**config.mk**
```make
export PLATFORM = sky130hd
export DESIGN_NAME = load_store_queue_with_squash_unit
export DESIGN_NICKNAME = d
export VERILOG_FILES = /design/src/rtl/core/lsqs_pkg.sv /design/src/rtl/core/load_store_queue_with_squash_unit.sv /design/src/rtl/core/lsqs_mem.sv /design/src/rtl/core/lsqs_ctrl.sv
export SDC_FILE = /design/constraint.sdc
export NUM_CORES = 2
export LEC_CHECK = 0
export ABC_AREA = 1
export BUFFER_PORTS_ARGS = -buffer_cell sky130_fd_sc_hd__buf_2
export CAP_MARGIN = 10
export CORE_MARGIN = 3
export CORE_UTILIZATION = 23
export CTS_BUF_LIST = sky130_fd_sc_hd__clkbuf_2
export DETAILED_ROUTE_END_ITERATION = 12
export PLACE_DENSITY = 0.46
export SYNTH_ARGS = -nofsm -noshare
export SYNTH_HDL_FRONTEND = slang
export SYNTH_SLANG_ARGS = --single-unit
```
**constraint.sdc**
```tcl
create_clock -name clk -period 10.9 [get_ports clk]
set_input_delay 1.635 -clock clk [delete_from_list [all_inputs] [get_ports clk]]
set_output_delay 1.635 -clock clk [all_outputs]
set_load 0.02 [all_outputs]
```
**src/rtl/core/lsqs_pkg.sv**
```systemverilog
package lsqs_pkg;

  // fixed field widths
  localparam int VAL_W = 32;
  localparam int IMM_W = 16;
  localparam int PC_W  = 16;

  typedef enum logic [1:0] {
    REQ_INSERT = 2'd0,
    REQ_POP    = 2'd1,
    REQ_SQUASH = 2'd2
  } req_t;

  typedef enum logic [1:0] {
    STAT_DONE  = 2'd0,
    STAT_FULL  = 2'd1,
    STAT_EMPTY = 2'd2
  } status_t;

  typedef enum logic [4:0] {
    S_IDLE   = 5'b00001,
    S_HOLD   = 5'b00010,
    S_POP    = 5'b00100,
    S_SQ_RD  = 5'b01000,
    S_SQ_CMP = 5'b10000
  } lsqs_state_t;

  // result word control, ctrl -> output stage
  typedef struct packed {
    logic    valid;
    status_t status;
    logic    pop;   // take entry fields from memory read data
    logic    full;
  } res_ctl_t;

endpackage

```
**src/rtl/core/load_store_queue_with_squash_unit.sv**
```systemverilog
// Order: insert, refused insert, pop/squash on empty and the unused code load their word into
//   the output register at accept (parked in S_HOLD while it is busy); pop first passes the
//   entry memory read register; squash reads the tail tag at accept, then compares per entry.
// Throughput: one insert word per cycle while the output is free; one op in flight otherwise.
// Reset (rst_n low, synchronous): count, head/tail pointers, sequencer and output valid clear;
//   entry and tag memories are not cleared, only entries below the count are ever read.
module load_store_queue_with_squash_unit
  import lsqs_pkg::*;
#(
  parameter int QUEUE_DEPTH = 32,
  parameter int PHYS_REGS   = 64,
  parameter int TAG_COUNT   = 16
) (
  input  logic                                  clk,
  input  logic                                  rst_n,
  // request channel
  input  logic                                  in_valid,
  output logic                                  in_ready,
  input  logic [1:0]                            in_req_type,
  input  logic                                  in_is_store,
  input  logic [$clog2(PHYS_REGS)-1:0]          in_dest_phys,
  input  logic [$clog2(PHYS_REGS)-1:0]          in_src1_phys,
  input  logic signed [VAL_W-1:0]               in_src1_value,
  input  logic                                  in_src1_ready,
  input  logic [$clog2(PHYS_REGS)-1:0]          in_src2_phys,
  input  logic signed [IMM_W-1:0]               in_imm,
  input  logic [PC_W-1:0]                       in_pc_in,
  input  logic [$clog2(TAG_COUNT)-1:0]          in_cf_tag,
  // result channel
  output logic                                  out_valid,
  input  logic                                  out_ready,
  output logic [1:0]                            out_status,
  output logic [$clog2(QUEUE_DEPTH)-1:0]        out_slot_index,
  output logic                                  out_is_store,
  output logic [$clog2(PHYS_REGS)-1:0]          out_dest,
  output logic [$clog2(PHYS_REGS)-1:0]          out_src1,
  output logic signed [VAL_W-1:0]               out_src1_value,
  output logic [$clog2(PHYS_REGS)-1:0]          out_src2,
  output logic signed [IMM_W-1:0]               out_imm,
  output logic [PC_W-1:0]                       out_pc,
  output logic [$clog2(QUEUE_DEPTH+1)-1:0]      out_occupancy,
  output logic                                  out_is_full,
  output logic [$clog2(QUEUE_DEPTH+1)-1:0]      out_removed
);

  localparam int AW = $clog2(QUEUE_DEPTH);
  localparam int CW = $clog2(QUEUE_DEPTH + 1);
  localparam int RW = $clog2(PHYS_REGS);
  localparam int TW = $clog2(TAG_COUNT);

  // entry word layout, LSB first: pc, imm, src1 value, is_store, dest, src1, src2, src1_ready
  localparam int IMM_LSB  = PC_W;
  localparam int VAL_LSB  = IMM_LSB + IMM_W;
  localparam int ST_LSB   = VAL_LSB + VAL_W;
  localparam int DEST_LSB = ST_LSB + 1;
  localparam int SRC1_LSB = DEST_LSB + RW;
  localparam int SRC2_LSB = SRC1_LSB + RW;
  localparam int EW       = SRC2_LSB + RW + 1;

  logic          wr_en;
  logic [AW-1:0] wr_addr;
  logic [AW-1:0] rd_addr;
  logic [EW-1:0] wr_entry;
  logic [EW-1:0] rd_entry;
  logic [TW-1:0] rd_tag;

  res_ctl_t      res_ctl;
  logic [AW-1:0] res_slot;
  logic [CW-1:0] res_occupancy;
  logic [CW-1:0] res_removed;
  logic          res_ready;
  logic          res_take;

  logic          out_valid_r;
  logic [1:0]    status_r;
  logic [AW-1:0] slot_r;
  logic          is_store_r;
  logic [RW-1:0] dest_r;
  logic [RW-1:0] src1_r;
  logic [VAL_W-1:0] src1_value_r;
  logic [RW-1:0] src2_r;
  logic [IMM_W-1:0] imm_r;
  logic [PC_W-1:0] pc_r;
  logic [CW-1:0] occupancy_r;
  logic          is_full_r;
  logic [CW-1:0] removed_r;

  assign wr_entry = {in_src1_ready, in_src2_phys, in_src1_phys, in_dest_phys, in_is_store,
                     in_src1_value, in_imm, in_pc_in};

  // entry storage: payload word + control-flow tag, one write and one read port
  lsqs_mem #(
    .QUEUE_DEPTH (QUEUE_DEPTH),
    .EW          (EW),
    .TW          (TW)
  ) u_mem (
    .clk      (clk),
    .wr_en    (wr_en),
    .wr_addr  (wr_addr),
    .wr_entry (wr_entry),
    .wr_tag   (in_cf_tag),
    .rd_addr  (rd_addr),
    .rd_entry (rd_entry),
    .rd_tag   (rd_tag)
  );

  // pointer/count bookkeeping and the pop/squash sequencer
  // one op at a time, so a write never overlaps a read of the same entry
  lsqs_ctrl #(
    .QUEUE_DEPTH (QUEUE_DEPTH),
    .TW          (TW)
  ) u_ctrl (
    .clk           (clk),
    .rst_n         (rst_n),
    .in_valid      (in_valid),
    .in_ready      (in_ready),
    .in_req_type   (in_req_type),
    .in_cf_tag     (in_cf_tag),
    .wr_en         (wr_en),
    .wr_addr       (wr_addr),
    .rd_addr       (rd_addr),
    .rd_tag        (rd_tag),
    .res_ready     (res_ready),
    .res_ctl       (res_ctl),
    .res_slot      (res_slot),
    .res_occupancy (res_occupancy),
    .res_removed   (res_removed)
  );

  // output register: free when empty or being drained this cycle
  assign res_ready = !out_valid_r || out_ready;
  assign res_take  = res_ctl.valid && res_ready;

  always_ff @(posedge clk) begin
    if (!rst_n) begin
      out_valid_r <= 1'b0;
    end else if (res_take) begin
      out_valid_r <= 1'b1;
    end else if (out_ready) begin
      out_valid_r <= 1'b0;
    end
  end

  // popped fields come straight from the read register; zero for anything else
  always_ff @(posedge clk) begin
    if (res_take) begin
      status_r     <= res_ctl.status;
      slot_r       <= res_slot;
      occupancy_r  <= res_occupancy;
      is_full_r    <= res_ctl.full;
      removed_r    <= res_removed;
      if (res_ctl.pop) begin
        is_store_r   <= rd_entry[ST_LSB];
        dest_r       <= rd_entry[DEST_LSB +: RW];
        src1_r       <= rd_entry[SRC1_LSB +: RW];
        src1_value_r <= rd_entry[VAL_LSB +: VAL_W];
        src2_r       <= rd_entry[SRC2_LSB +: RW];
        imm_r        <= rd_entry[IMM_LSB +: IMM_W];
        pc_r         <= rd_entry[0 +: PC_W];
      end else begin
        is_store_r   <= 1'b0;
        dest_r       <= '0;
        src1_r       <= '0;
        src1_value_r <= '0;
        src2_r       <= '0;
        imm_r        <= '0;
        pc_r         <= '0;
      end
    end
  end

  assign out_valid      = out_valid_r;
  assign out_status     = status_r;
  assign out_slot_index = slot_r;
  assign out_is_store   = is_store_r;
  assign out_dest       = dest_r;
  assign out_src1       = src1_r;
  assign out_src1_value = $signed(src1_value_r);
  assign out_src2       = src2_r;
  assign out_imm        = $signed(imm_r);
  assign out_pc         = pc_r;
  assign out_occupancy  = occupancy_r;
  assign out_is_full    = is_full_r;
  assign out_removed    = removed_r;

endmodule

```
**src/rtl/core/lsqs_mem.sv**
```systemverilog
module lsqs_mem
  import lsqs_pkg::*;
#(
  parameter int QUEUE_DEPTH = 32,
  parameter int EW          = 84,
  parameter int TW          = 4
) (
  input  logic                           clk,
  input  logic                           wr_en,
  input  logic [$clog2(QUEUE_DEPTH)-1:0] wr_addr,
  input  logic [EW-1:0]                  wr_entry,
  input  logic [TW-1:0]                  wr_tag,
  input  logic [$clog2(QUEUE_DEPTH)-1:0] rd_addr,
  output logic [EW-1:0]                  rd_entry,
  output logic [TW-1:0]                  rd_tag
);

  logic [EW-1:0] entry_mem [QUEUE_DEPTH];
  logic [TW-1:0] tag_mem   [QUEUE_DEPTH];
  logic [EW-1:0] rd_entry_r;
  logic [TW-1:0] rd_tag_r;

  always_ff @(posedge clk) begin
    if (wr_en) begin
      entry_mem[wr_addr] <= wr_entry;
      tag_mem[wr_addr]   <= wr_tag;
    end
  end

  // registered read
  always_ff @(posedge clk) begin
    rd_entry_r <= entry_mem[rd_addr];
    rd_tag_r   <= tag_mem[rd_addr];
  end

  assign rd_entry = rd_entry_r;
  assign rd_tag   = rd_tag_r;

endmodule

```
**src/rtl/core/lsqs_ctrl.sv**
```systemverilog
module lsqs_ctrl
  import lsqs_pkg::*;
#(
  parameter int QUEUE_DEPTH = 32,
  parameter int TW          = 4
) (
  input  logic                             clk,
  input  logic                             rst_n,
  input  logic                             in_valid,
  output logic                             in_ready,
  input  logic [1:0]                       in_req_type,
  input  logic [TW-1:0]                    in_cf_tag,
  output logic                             wr_en,
  output logic [$clog2(QUEUE_DEPTH)-1:0]   wr_addr,
  output logic [$clog2(QUEUE_DEPTH)-1:0]   rd_addr,
  input  logic [TW-1:0]                    rd_tag,
  input  logic                             res_ready,
  output res_ctl_t                         res_ctl,
  output logic [$clog2(QUEUE_DEPTH)-1:0]   res_slot,
  output logic [$clog2(QUEUE_DEPTH+1)-1:0] res_occupancy,
  output logic [$clog2(QUEUE_DEPTH+1)-1:0] res_removed
);

  localparam int AW = $clog2(QUEUE_DEPTH);
  localparam int CW = $clog2(QUEUE_DEPTH + 1);
  localparam logic [AW-1:0] LAST  = AW'(QUEUE_DEPTH - 1);
  localparam logic [CW-1:0] DEPTH = CW'(QUEUE_DEPTH);

  lsqs_state_t   state_r, state_nxt;
  logic [CW-1:0] count_r, count_nxt;
  logic [AW-1:0] head_r, head_nxt;
  logic [AW-1:0] tail_r, tail_nxt;
  logic [CW-1:0] removed_r, removed_nxt;
  logic [TW-1:0] sq_tag_r, sq_tag_nxt;
  status_t       hold_status_r, hold_status_nxt;
  logic [AW-1:0] hold_slot_r, hold_slot_nxt;

  logic [AW-1:0] head_inc, tail_inc, tail_dec;
  logic [CW-1:0] count_inc, count_dec;
  logic          imm_res;

  assign head_inc  = (head_r == LAST) ? '0 : head_r + 1'b1;
  assign tail_inc  = (tail_r == LAST) ? '0 : tail_r + 1'b1;
  assign tail_dec  = (tail_r == '0) ? LAST : tail_r - 1'b1;
  assign count_inc = count_r + 1'b1;
  assign count_dec = count_r - 1'b1;

  assign in_ready = (state_r == S_IDLE);
  assign wr_addr  = tail_r;

  always_comb begin
    state_nxt       = state_r;
    count_nxt       = count_r;
    head_nxt        = head_r;
    tail_nxt        = tail_r;
    removed_nxt     = removed_r;
    sq_tag_nxt      = sq_tag_r;
    hold_status_nxt = hold_status_r;
    hold_slot_nxt   = hold_slot_r;
    wr_en           = 1'b0;
    rd_addr         = head_r;
    imm_res         = 1'b0;
    res_ctl.valid   = 1'b0;
    res_ctl.status  = STAT_DONE;
    res_ctl.pop     = 1'b0;
    res_ctl.full    = (count_r == DEPTH);
    res_slot        = '0;
    res_occupancy   = count_r;
    res_removed     = '0;

    case (state_r)
      S_IDLE: begin
        // squash starts reading the tail tag right at accept
        if (in_req_type == REQ_SQUASH) begin
          rd_addr = tail_dec;
        end
        if (in_valid) begin
          case (in_req_type)
            REQ_INSERT: begin
              imm_res = 1'b1;
              if (count_r == DEPTH) begin
                res_ctl.status = STAT_FULL;
              end else begin
                wr_en         = 1'b1;
                res_slot      = count_r[AW-1:0];
                count_nxt     = count_inc;
                tail_nxt      = tail_inc;
                res_occupancy = count_inc;
                res_ctl.full  = (count_inc == DEPTH);
              end
            end
            REQ_POP: begin
              if (count_r == '0) begin
                imm_res        = 1'b1;
                res_ctl.status = STAT_EMPTY;
              end else begin
                state_nxt = S_POP;
              end
            end
            REQ_SQUASH: begin
              if (count_r == '0) begin
                imm_res        = 1'b1;
                res_ctl.status = STAT_EMPTY;
              end else begin
                removed_nxt = '0;
                sq_tag_nxt  = in_cf_tag;
                state_nxt   = S_SQ_CMP;
              end
            end
            default: begin
              imm_res = 1'b1;
            end
          endcase
          res_ctl.valid = imm_res;
          // output stage busy: park the result
          if (imm_res && !res_ready) begin
            hold_status_nxt = res_ctl.status;
            hold_slot_nxt   = res_slot;
            state_nxt       = S_HOLD;
          end
        end
      end

      S_HOLD: begin
        res_ctl.valid  = 1'b1;
        res_ctl.status = hold_status_r;
        res_slot       = hold_slot_r;
        if (res_ready) begin
          state_nxt = S_IDLE;
        end
      end

      S_POP: begin
        // head data is in the read register; address held so it stays put
        res_ctl.valid = 1'b1;
        res_ctl.pop   = 1'b1;
        res_occupancy = count_dec;
        res_ctl.full  = 1'b0;
        if (res_ready) begin
          count_nxt = count_dec;
          head_nxt  = head_inc;
          state_nxt = S_IDLE;
        end
      end

      S_SQ_RD: begin
        rd_addr   = tail_dec;
        state_nxt = S_SQ_CMP;
      end

      S_SQ_CMP: begin
        rd_addr = tail_dec;
        if ((count_r != '0) && (rd_tag == sq_tag_r)) begin
          count_nxt   = count_dec;
          tail_nxt    = tail_dec;
          removed_nxt = removed_r + 1'b1;
          state_nxt   = S_SQ_RD;
        end else begin
          res_ctl.valid = 1'b1;
          res_removed   = removed_r;
          if (res_ready) begin
            state_nxt = S_IDLE;
          end
        end
      end

      default: begin
        state_nxt = S_IDLE;
      end
    endcase
  end

  always_ff @(posedge clk) begin
    if (!rst_n) begin
      state_r <= S_IDLE;
      count_r <= '0;
      head_r  <= '0;
      tail_r  <= '0;
    end else begin
      state_r <= state_nxt;
      count_r <= count_nxt;
      head_r  <= head_nxt;
      tail_r  <= tail_nxt;
    end
  end

  always_ff @(posedge clk) begin
    removed_r     <= removed_nxt;
    sq_tag_r      <= sq_tag_nxt;
    hold_status_r <= hold_status_nxt;
    hold_slot_r   <= hold_slot_nxt;
  end

endmodule

```
== Word level (Yosys, flattened, before mapping) ==
Memory sizes are Yosys's and may differ from the RTL's. A register that Yosys moved wholly into a read port is not among the register bits.
Cells that the tools add are included.
Cells by class
  $add $sub $neg: 6
  eq/ne operators: 22
  muxes and demuxes: 58
  bitwise gates (word level): 2
  reduce and logical (&&, ||, !) cells: 24
Operators by type and width (number)
  5-bit 2-to-1 mux: 17
  6-bit 2-to-1 mux: 9
  5-bit case mux with 2 select lines: 4
  6-bit case mux with 2 select lines: 2
  5-bit case mux with 4 select lines: 1
  1-bit 2-to-1 mux: 18
  6-bit case mux with 3 select lines: 1
  5-bit equality test, second input constant: 3
  6-bit by 1-bit adder with 6-bit output, second input constant: 2
  6-bit equality test, second input constant: 2
  5-bit by 1-bit adder with 5-bit output, second input constant: 2
  5-bit AND reduction: 2
  2-bit inequality test, second input constant: 4
  4-bit inequality test, second input constant: 2
  2-bit case mux with 2 select lines: 2
  4-bit AND reduction: 2
  2-bit OR reduction: 4
  6-bit logical NOT: 1
  2-bit by 1-bit inequality test with 1-bit output, second input constant: 3
  3-bit AND reduction: 2
  6-bit nonzero test: 1
  6-bit by 1-bit subtractor with 6-bit output, second input constant: 1
  5-bit by 1-bit equality test with 1-bit output, second input constant: 1
  5-bit by 2-bit equality test with 1-bit output, second input constant: 1
  20 further kinds: 25
Word-level totals
  flip-flop bits (word level): 142
  bits in writable memories: 2816
  input port bits: 94
  output and inout port bits: 105
  word-level logic and storage cells: 135
  memories kept: 2
Memory list
  u_mem.entry_mem: words 32, bits a word 84, rd ports 1, clocked after memory_dff 1, wr ports 1, RTL line lsqs_mem.sv:18  | logic [EW-1:0] entry_mem [QUEUE_DEPTH];
  u_mem.tag_mem: words 32, bits a word 4, rd ports 1, clocked after memory_dff 1, wr ports 1, RTL line lsqs_mem.sv:19  | logic [TW-1:0] tag_mem [QUEUE_DEPTH];

== Depth between registers and ports, before layout ==
  word-level depth: 9
  gate-level depth with buffers: 17
  depth with buffers taken out: 15

== By module ==
A second synthesis with hierarchy kept.
Unflattened totals
  cell total of the unflattened synthesis: 9974
  area, all modules: 121187.5 um^2
By module, submodules not included
  lsqs_mem: instances 1, cells each 9274, area each 114404.7 um^2, seq. area each 86322.8 um^2
  load_store_queue_with_squash_unit: instances 1, cells each 285, area each 3852.4 um^2, seq. area each 3113.0 um^2
  lsqs_ctrl: instances 1, cells each 415, area each 2930.3 um^2, seq. area each 930.9 um^2

== Worst setup path before layout ==
OpenSTA, ideal clock, no wires.
  path type: input-to-reg
  start: input in_req_type[0]
  end: memory u_mem.entry_mem[31][0], enable pin
  library setup time: 0.639 ns
  arrival time: 8.399 ns
  required time: 10.261 ns
  path slack: 1.862 ns
  stages: 8
  path through: inv_1 > ha_1 > nand2_1 > clkinv_1 > nand2_1 > nor2_1 > inv_1 > nor3_1
Between the ends
  cells in the longest elaborated chain, start to end: 6
RTL lines
  from (decl): RTL line load_store_queue_with_squash_unit.sv:19  | input logic [1:0] in_req_type,
  2-bit logical NOT: RTL line lsqs_ctrl.sv:78  | case (in_req_type)
  1-bit 2-to-1 mux: RTL line lsqs_ctrl.sv:78
  1-bit 2-to-1 mux: RTL line lsqs_ctrl.sv:77  | if (in_valid) begin
  1-bit 2-to-1 mux: RTL line lsqs_ctrl.sv:71  | case (state_r)
  1-bit 2-to-1 mux: RTL line lsqs_mem.sv:24  | if (wr_en) begin
  1-bit 2-to-1 mux (implied by the code): RTL line lsqs_mem.sv:25  | entry_mem[wr_addr] <= wr_entry;
  to (decl): RTL line lsqs_mem.sv:18
No other way between the ends.

== Worst setup path after layout ==
  start: register u_ctrl.state_r[0]
  end: register u_mem.rd_entry_r[12], in the netlist u_mem.rd_entry[12] (read register of u_mem.entry_mem)
Between the ends
  cells in the longest elaborated chain, start to end: 3
RTL lines
  from (decl): RTL line lsqs_ctrl.sv:29  | lsqs_state_t state_r, state_nxt;
  from (signal assigned): RTL line lsqs_ctrl.sv:180  | state_r <= state_nxt;
  5-bit by 4-bit equality test with 1-bit output / 5-bit equality test (equally long branches): RTL line lsqs_ctrl.sv:71
  2-bit OR reduction (no source line)
  5-bit case mux with 2 select lines (*): RTL line lsqs_ctrl.sv:71
  to (decl): RTL line lsqs_mem.sv:20  | logic [EW-1:0] rd_entry_r;
Mark *: on every way between the ends. The rest lies on a longest branch, timed or not.
A chain may end at the register's enable or synchronous reset.

==> summary.txt <==
CTS Buf Count -> 809
Storage cell area -> 0.0894 mm2
fin crit period -> 6.25 ns
DPL Wire Length -> 189000 um
area grow syn2layout -> 13.7%
final wirelength -> 423000 um
initial drt markers -> 7522
multi-input logic area -> 0.0283 mm2
CP arrival -> 8.42 ns
Setup-failing EPs final -> 0
Worst R2R Path Depth -> 16
Clock Tree Buf Depth -> 4
Fin Clk Skew -> 0.292 ns
largest net degree at the start of global routing -> 197
unrepaired setup endpoints after global routing -> false
dominant cell type by area after synthesis -> edfxtp_1
die width -> 737 um
drt first pass iters -> 6
Cells after Synth -> 10200
CP endpoint kind -> flop
worst-margin pin slew -> 1.23 ns
synthesized flop and latch total -> 3013
hold endpoint -> u_mem.entry_mem[2][9]
first-pass GRT wire length -> 601000 um
clock latency on the worst-skew pair -> 2.36 ns
Reg clk slew, reported paths -> 0.12 ns
Antenna Violating Nets Remaining -> 0
Syn Nets -> 10300
Slew Viols, Final -> 0
Fillers -> 55900
Max VDD drop -> 0.000307 V
static leakage -> 0.0503 uW
DRC errors left -> 0
RR Endpoint -> u_mem.rd_entry[12]
Finished Layout Cells -> 18400
DR WL/cell -> 22.9 um
starting density of the core -> 0.231
Tcrit/Tclk final -> 0.574
top cell type's share of synthesized area -> 0.709
syn_area_per_cell -> 12.1 um2
Final WS setup -> 4.65 ns
critical path launch point type -> flop
Final Util -> 0.263
initial antenna violation count -> 68
Fin. Hold Viols -> 0
busiest grt layer -> met2
Slew HR -> 0.179
port bufs -> 197
Critical R2R Launch -> u_ctrl.state_r[0]
main area contributors after synthesis -> edfxtp_1 (71%), nand3_1 (15%), nand2_1 (5.4%), buf_2 (2.1%), dfxtp_1 (1.8%)
hold wc startpoint -> in_pc_in[9]
DP Worst Slack -> 3.85 ns
met1 Use GR -> 0.206
Pwr Density -> 244 mW/mm2
grt ovf -> 0
die height -> 737 um
hold_ws -> 0.360 ns
H-tree depth -> 6
CTS Root Cell -> clkbuf_2
Nets -> 10800
post-synth cell types -> 39
RePlAce Congestion -> 0.717
Reg2Reg Setup Slack -> 4.65 ns
placed cell count -> 16800
clk sinks -> 3013
vias per inst -> 4.58
worst hold stages -> 2
CTS tree -> yes
total number of vias -> 84400
vias in the first global route -> 81300
Setup CP Type -> flop to flop
fmax -> 160 MHz
Post-Syn Area -> 0.123 mm2
Ports -> 199
num rows -> 268
Total Die Area -> 0.544 mm2
met2 Use GR -> 0.244
reported max-cap violation count -> 0
Core Region -> 0.533 mm2
Worst EP required -> 13.07 ns
final setup TNS -> 0 ns
Overall Global Routing Usage -> 0.150
Yosys Warn Count -> 0
M3 GR Usage -> 0.0248
setup bufs post-CTS -> 0
CP max FO -> 76
ratio of cells with drive above 1 in the final layout -> 0.156
worst hold path type -> primary input to flop
sequential-to-total area share from yosys stat -> 0.726
result of the run -> finished clean
worst max-delay path, stage by stage (launching register included):
cell	delay (ns)
dfxtp_1	0.40
inv_2	0.06
nor2_2	0.11
nand3_2	0.23
inv_2	0.31
nand2_1	0.23
nand3_4	0.22
buf_4	0.62
buf_4	0.84
buf_4	0.79
buf_4	0.87
nand3_1	0.15
nand3_1	0.14
nand3_1	0.10
nand3_1	0.11
nand3_1	0.14
nand2_1	0.43
state kept, by name (all words and copies together) (netlist names), 2 cells and up:
register	cells
u_mem.entry_mem	2656
u_mem.tag_mem	128
u_mem.rd_entry	83
out_src1_value	32
out_imm	16
out_pc	16
out_dest	6
out_occupancy	6
out_removed	6
out_src1	6
out_src2	6
u_ctrl.count_r	6
u_ctrl.removed_r	6
out_slot_index	5
u_ctrl.head_r	5
u_ctrl.hold_slot_r	5
u_ctrl.state_r	5
u_ctrl.wr_addr	5
u_ctrl.sq_tag_r	4
u_mem.rd_tag	4
out_status	2
u_ctrl.hold_status_r	2
how the worst max path moves through the flow:
| stage | from | slack, ns | cells after the start | to |
|---|---|---|---|---|
| after floorplan | in_req_type[0] | 1.86 | 8 | u_mem.entry_mem[31][0] |
| after global placement | in_req_type[0] | 3.82 | 16 | u_mem.rd_entry[12] |
| after detailed placement | in_req_type[0] | 3.85 | 16 | u_mem.rd_entry[12] |
| after CTS | u_ctrl.state_r[0] | 4.77 | 16 | u_mem.rd_entry[12] |
| after global routing | u_ctrl.state_r[0] | 4.29 | 16 | u_mem.rd_entry[14] |
| final | u_ctrl.state_r[0] | 4.65 | 16 | u_mem.rd_entry[12] |
Yosys cell counts (all sizes together):
library cell / n
nand3: 3644
a22o: 2
clkbuf: 132
xnor2: 2
nor3: 10
nor4: 1
edfxtp: 2904
ha: 17
a21oi: 14
xor2: 12
or2: 2
dfxtp: 109
o22ai: 3
o221ai: 1
nor2: 155
nand2: 1776
a32o: 1
nand3b: 212
o31ai: 3
clkinv: 3
a211oi: 7
o21ai: 28
nand4: 9
inv: 527
buf: 619
a31oi: 4
o211ai: 8
timing repair:
| item | CTS | global route |
|---|---|---|
| hold endpoints to repair | 2860 | 0 |
| gates resized for setup | 0 | 0 |
| hold buffers | 100 | 0 |
layout by cell type (no fill, tap or decap), types with 31 or more instances in the layout:
master,Yosys,routed
dlygate4sd3_1,0,100
dfxtp_1,109,109
edfxtp_1,2904,2904
nand3b_1,212,212
clkbuf_2,0,1275
buf_12,0,31
clkinv_1,3,132
nand2_1,1772,1772
buf_2,520,197
nor2_1,152,120
nor2_4,1,33
nand3_1,3641,3640
buf_4,44,139
inv_1,520,517
where the power goes:
part | switching [uW] | total (uW) | internal [uW]
Clock | 4970 | 8380 | 3410
Combinational | 9110 | 12400 | 3260
Sequential | 200 | 13400 | 13200
Total | 14300 | 34200 | 19900
logic make-up (layout without fill, tap and decap cells):
family                   count (synthesis)  count (layout)  share of synthesized area
AND/OR/NAND/NOR                       5809            5809                      0.221
flip-flops                            3013            3013                      0.726
buffers and inverters                 1281            2470                     0.0458
AO/OA/AOI/OAI                           71              71                    0.00352
adder cells (fa/ha/maj)                 17              17                    0.00173
XOR/XNOR                                14              14                   0.000997
other                                    0              30                          0
per-stage QoR:
stage | cell area (um2) | power, uW
finish | 140000 | 34200
global placement | 131000 | 26100
global route | 140000 | 36400
detailed placement | 131000 | 26100
floorplan | 123000 | 21900
CTS | 140000 | 34600
layout make-up:
type | count | area share
Clock buffer | 1275 | 0.0456
Inverter | 530 | 0.0145
Multi-Input combinational cell | 5911 | 0.203
Clock inverter | 198 | 0.00896
Timing Repair Buffer | 467 | 0.0261
Antenna cell | 30 | 0.000537
Sequential cell | 3013 | 0.639
Tap cell | 7020 | 0.0628
metal layers:
| metal | up-vias | share of wire |
|---|---|---|
| met5 | - | 0.00032 |
| met4 | 20 | 0.023 |
| met3 | 705 | 0.061 |
| met2 | 2970 | 0.47 |
| met1 | 42400 | 0.45 |
| li1 | 38300 | - |
No activity file was read; power rests on OpenSTA's default activity.
